$ cat config.mk
export PLATFORM = sky130hd
export DESIGN_NAME = veia_ctrl
export DESIGN_NICKNAME = d
export VERILOG_FILES = /design/src/hdl/veia_pkg.sv /design/src/hdl/veia_ctrl.sv
export SDC_FILE = /design/constraint.sdc
export NUM_CORES = 1
export LEC_CHECK = 0
export ABC_AREA = 1
export BUFFER_PORTS_ARGS = -buffer_cell sky130_fd_sc_hd__buf_2
export CORE_AREA = 2 2 39 41
export CTS_BUF_LIST = sky130_fd_sc_hd__clkbuf_8 sky130_fd_sc_hd__clkbuf_16
export DETAILED_ROUTE_END_ITERATION = 6
export DIE_AREA = 0 0 41 43
export GPL_ROUTABILITY_DRIVEN = 0
export GPL_TIMING_DRIVEN = 0
export HOLD_SLACK_MARGIN = 0.05
export PLACE_DENSITY_LB_ADDON = 0.08
export SLEW_MARGIN = 40
export SYNTH_ARGS = -nofsm -noshare
export SYNTH_HDL_FRONTEND = slang
export SYNTH_SLANG_ARGS = --single-unit
$ cat constraint.sdc
create_clock -name i_clk -period 0.8 [get_ports i_clk]
set_input_delay 0.12 -clock i_clk [delete_from_list [all_inputs] [get_ports i_clk]]
set_output_delay 0.12 -clock i_clk [all_outputs]
set_load 0.02 [all_outputs]
$ cat src/hdl/veia_pkg.sv
`default_nettype none
// ---------------------------------------------------------------------------
// veia_pkg: shared types and constants of the entity handle allocator
// Transaction payloads, operation and status codes, and the command and
// status groups between controller and datapath.
// ---------------------------------------------------------------------------
package veia_pkg;

    localparam int MAX_ENTITIES_DEF  = 1024;
    localparam int VERSION_SHIFT_DEF = 20;

    localparam logic [1:0] MODE_CREATE = 2'd0;
    localparam logic [1:0] MODE_FREE   = 2'd1;
    localparam logic [1:0] MODE_CLEAR  = 2'd2;
    localparam logic [1:0] MODE_NONE   = 2'd3;

    localparam logic [1:0] STAT_OK           = 2'd0;
    localparam logic [1:0] STAT_EXHAUSTED    = 2'd1;
    localparam logic [1:0] STAT_NEVER_ISSUED = 2'd2;

    typedef struct packed {
        logic [1:0]  mode;
        logic [31:0] handle_in;
    } t_alloc_req;

    typedef struct packed {
        logic [31:0] handle_out;
        logic [1:0]  status;
    } t_alloc_rsp;

    typedef struct packed {
        logic       capture;
        logic       pop;
        logic       fresh;
        logic       push;
        logic       wipe;
        logic       finish;
        logic [1:0] status;
    } t_dp_cmd;

    typedef struct packed {
        logic [1:0] mode;
        logic       list_empty;
        logic       fresh_ok;
        logic       id_issued;
    } t_dp_stat;

endpackage
`default_nettype wire

$ cat src/hdl/veia_ctrl.sv
`default_nettype none
// ---------------------------------------------------------------------------
// veia_ctrl: transaction sequencer of the entity handle allocator
// Captures a transaction, then chooses the table update and the status.
// ---------------------------------------------------------------------------
module veia_ctrl
    import veia_pkg::*;
(
    input  wire logic     i_clk,
    input  wire logic     i_rst_n,
    input  wire logic     i_start,
    input  wire t_dp_stat i_stat,
    output t_dp_cmd       o_cmd,
    output logic          o_busy,
    output logic          o_done
);

    typedef enum logic [1:0] {
        S_IDLE   = 2'b01,
        S_UPDATE = 2'b10
    } t_state;

    t_state r_state, n_state;
    logic   r_done;

    always_comb begin
        n_state        = r_state;
        o_cmd          = '0;
        o_cmd.status   = STAT_OK;
        unique case (r_state)
            S_IDLE: begin
                if (i_start) begin
                    o_cmd.capture = 1'b1;
                    n_state       = S_UPDATE;
                end
            end
            S_UPDATE: begin
                o_cmd.finish = 1'b1;
                n_state      = S_IDLE;
                unique case (i_stat.mode)
                    MODE_CREATE: begin
                        if (!i_stat.list_empty) begin
                            o_cmd.pop = 1'b1;
                        end else if (i_stat.fresh_ok) begin
                            o_cmd.fresh = 1'b1;
                        end else begin
                            o_cmd.status = STAT_EXHAUSTED;
                        end
                    end
                    MODE_FREE: begin
                        if (i_stat.id_issued) begin
                            o_cmd.push = 1'b1;
                        end else begin
                            o_cmd.status = STAT_NEVER_ISSUED;
                        end
                    end
                    MODE_CLEAR: begin
                        o_cmd.wipe = 1'b1;
                    end
                    default: begin
                    end
                endcase
            end
            default: begin
                n_state = S_IDLE;
            end
        endcase
    end

    always_ff @(posedge i_clk) begin
        if (!i_rst_n) begin
            r_state <= S_IDLE;
            r_done  <= 1'b0;
        end else begin
            r_state <= n_state;
            r_done  <= o_cmd.finish;
        end
    end

    assign o_busy = (r_state != S_IDLE);
    assign o_done = r_done;

endmodule
`default_nettype wire

==> flow_summary.yaml <==
worst_setup_path:
  crit_buf_inv: 1
  worst_ep_arrival_time_ns: 0.99
  path_delay_family: "flip-flops"
  slowest_stage: "dfxtp_4"
  required_ns: 0.68
  cp-end-kind: "primary output"
  critPathLaunchType: "register"
  crit_chain: "nor2_4 -> nand2_4 -> nor2_4 -> buf_6"
  critPathMostFrequentCell: "nor2_4"
  cp_max_fo: 3
  max_stage_delay_ns: 0.35
  crit_type: "register to primary output"
detailed_routing:
  drc: 0
  num_vias: 258
  wl_um: 586
  viasPerCell: 3.74
  drt-pass1-iter-count: 2
  detail_route.wl_per_cell_um: 8.49
  antenna_left: 0
  detail_route.iter0.violations: 1
clock_network:
  clock_latency_ns: 0.21
  holdBufCountCts: 0
  ctsLongestPathBuffers: 2
  cts_tree: "built"
  cts.clk_slew.worst_paths_ns: 0.03
  cts_root_buf: "clkbuf_8"
  cts_sinks: 3
  numCtsBuffers: 3
  cts_max_level: 1
timing:
  finalSetupViolations: 11
  fmax_mhz: 898
  timing.hold.ws_ns: 0.0723
  skew_ns: 0.000113
  setup_slack_ns: -0.313
  fin_crit_ns: 1.11
  worstMarginPinSlew_ns: 0.195
  finalHoldViolations: 0
  slew_headroom: 0.870
  min_period_over_period: 1.39
  rsz0062_at_grt: "yes"
  drv_slew: 0
outcome:
  violations: "setup timing"
  status: "finished, violations left"
global_routing:
  track_usage: 0.0751
  grt_max_degree: 5
  overflow: 0
  grt_pass1_wl_um: 807
  antenna_found_initial: 0
  first_global_vias: 216
power:
  p_leak_nw: 0.241
  power.density_nw_per_um2: 1530
  vdd_drop_max_v: 0.000906
layout:
  drive_above_1_share: 0.755
  fill_cells: 150
  final_nets: 62
  n_antenna_cell: 0
  utilization: 0.349
  synthToLayoutAreaGrowth_pct: 182
synthesis:
  synthCells: 28
  yosysWarnings: 0
  synth_top_area_share: 0.350
  synthMostInstantiatedCell: "nor2_1"
  ys_ff_latch: 3
  ys_types: 10
  synth_common_cells: "7 x nor2_1, 5 x inv_1, 4 x nand2_1"
  synth-edff-count: 0
  synthesis.nets: 36
  syn-cell-area_um2: 171
  avgSynthCellArea_um2: 6.12
  async_flop_share: 0
  synthFlopType: "dfxtp_1"
  ys_seq_area_frac: 0.350
  synth_area_leaders: "dfxtp_1 35%, nor2_1 15%, inv_1 11%, nand2_1 8.8%, nand2_2 7.3%"
  yosys.area.top_type: "dfxtp_1"
floorplan:
  fp.dieH_um: 43
  dieArea_um2: 1760
  ios: 18
  row_count: 14
  die_width_um: 41
  start_util: 0.124
  core_area_um2: 1380
worst_hold_path:
  hold_path_class: "input pin to register"
run:
  cap_violations: 0
placement:
  io_buffer_count: 17
  place_hpwl_um: 427
## worst paths after layout
check / start / to / slack (ns) / depth (start not counted)
setup reg to reg: r_state[1]$_SDFFE_PN0P_ / r_state[1]$_SDFFE_PN0P_ / -0.04 / 5
hold / removal: i_rst_n / r_state[0]$_SDFFE_PN1P_ / 0.07 / 2
hold reg to reg: r_state[0]$_SDFFE_PN1P_ / r_state[0]$_SDFFE_PN1P_ / 0.56 / 3
setup / recovery: r_state[0]$_SDFFE_PN1P_ / o_cmd[6] / -0.31 / 4
## metrics by stage
stage / setup TNS [ns] / instance area, um^2 / instances / setup slack, ns / total power, mW
2_1_floorplan: -0.659 / 223 / 28 / -0.128 / 0.228
3_3_place_gp: -0.715 / 328 / 61 / -0.134 / 0.266
3_5_place_dp: -0.809 / 328 / 61 / -0.143 / 0.268
4_1_cts: -2.71 / 469 / 69 / -0.341 / 0.744
5_1_grt: -3.06 / 483 / 69 / -0.360 / 0.783
6_report: -2.58 / 483 / 69 / -0.313 / 0.741
## flip-flops by register name (all words and copies together), names as in the netlist
name     count
o_done       1
r_state      2
## report_power, final
| group | leakage [nW] | switching [mW] | internal (mW) |
|---|---|---|---|
| combinational | 0.189 | 0.0776 | 0.0688 |
| sequential | 0.0250 | 0.00816 | 0.157 |
| clock | 0.0269 | 0.102 | 0.327 |
## placed cells by master (no fill, tap or decap)
cell type	count
dfxtp_2	1
nand2_4	2
nor2_1	2
inv_1	5
nor3_4	1
dfxtp_1	1
nor2_2	2
nor2_4	5
nand3b_1	1
nand2_1	3
dfxtp_4	1
nor3_2	1
inv_2	2
clkbuf_8	3
nand3_1	1
buf_4	3
buf_6	10
nand2_2	1
buf_2	8
## layer usage
metal	global-route usage	wire length, um
met5	0	0
met4	0.0800	16
met3	0.0314	79
met2	0.106	303
met1	0.0732	187
## layout make-up
| cell class | instances | area, um^2 | share of cell area |
|---|---|---|---|
| multi-input cells | 19 | 155 | 0.321 |
| inverters | 6 | 22.5 | 0.0466 |
| clock inverters | 1 | 3.75 | 0.00777 |
| flip-flops and latches | 3 | 65.1 | 0.135 |
| clock buffers | 3 | 41.3 | 0.0855 |
| repair buffers | 21 | 175 | 0.363 |
| well taps | 16 | 20.0 | 0.0415 |
## cell families after synthesis
logic type,Yosys count,share of synthesized area
flip-flops,3,0.350
AND/OR/NAND/NOR,19,0.518
buffers and inverters,6,0.131
## what timing repair did
action | CTS | global route
pin swaps | 5 | 1
buffers inserted | 4 | 0
setup endpoints to repair | 9 | 12
resized for setup | 22 | 4
hold endpoints to repair | 0 | 0
(Power assumes the default switching activity.)
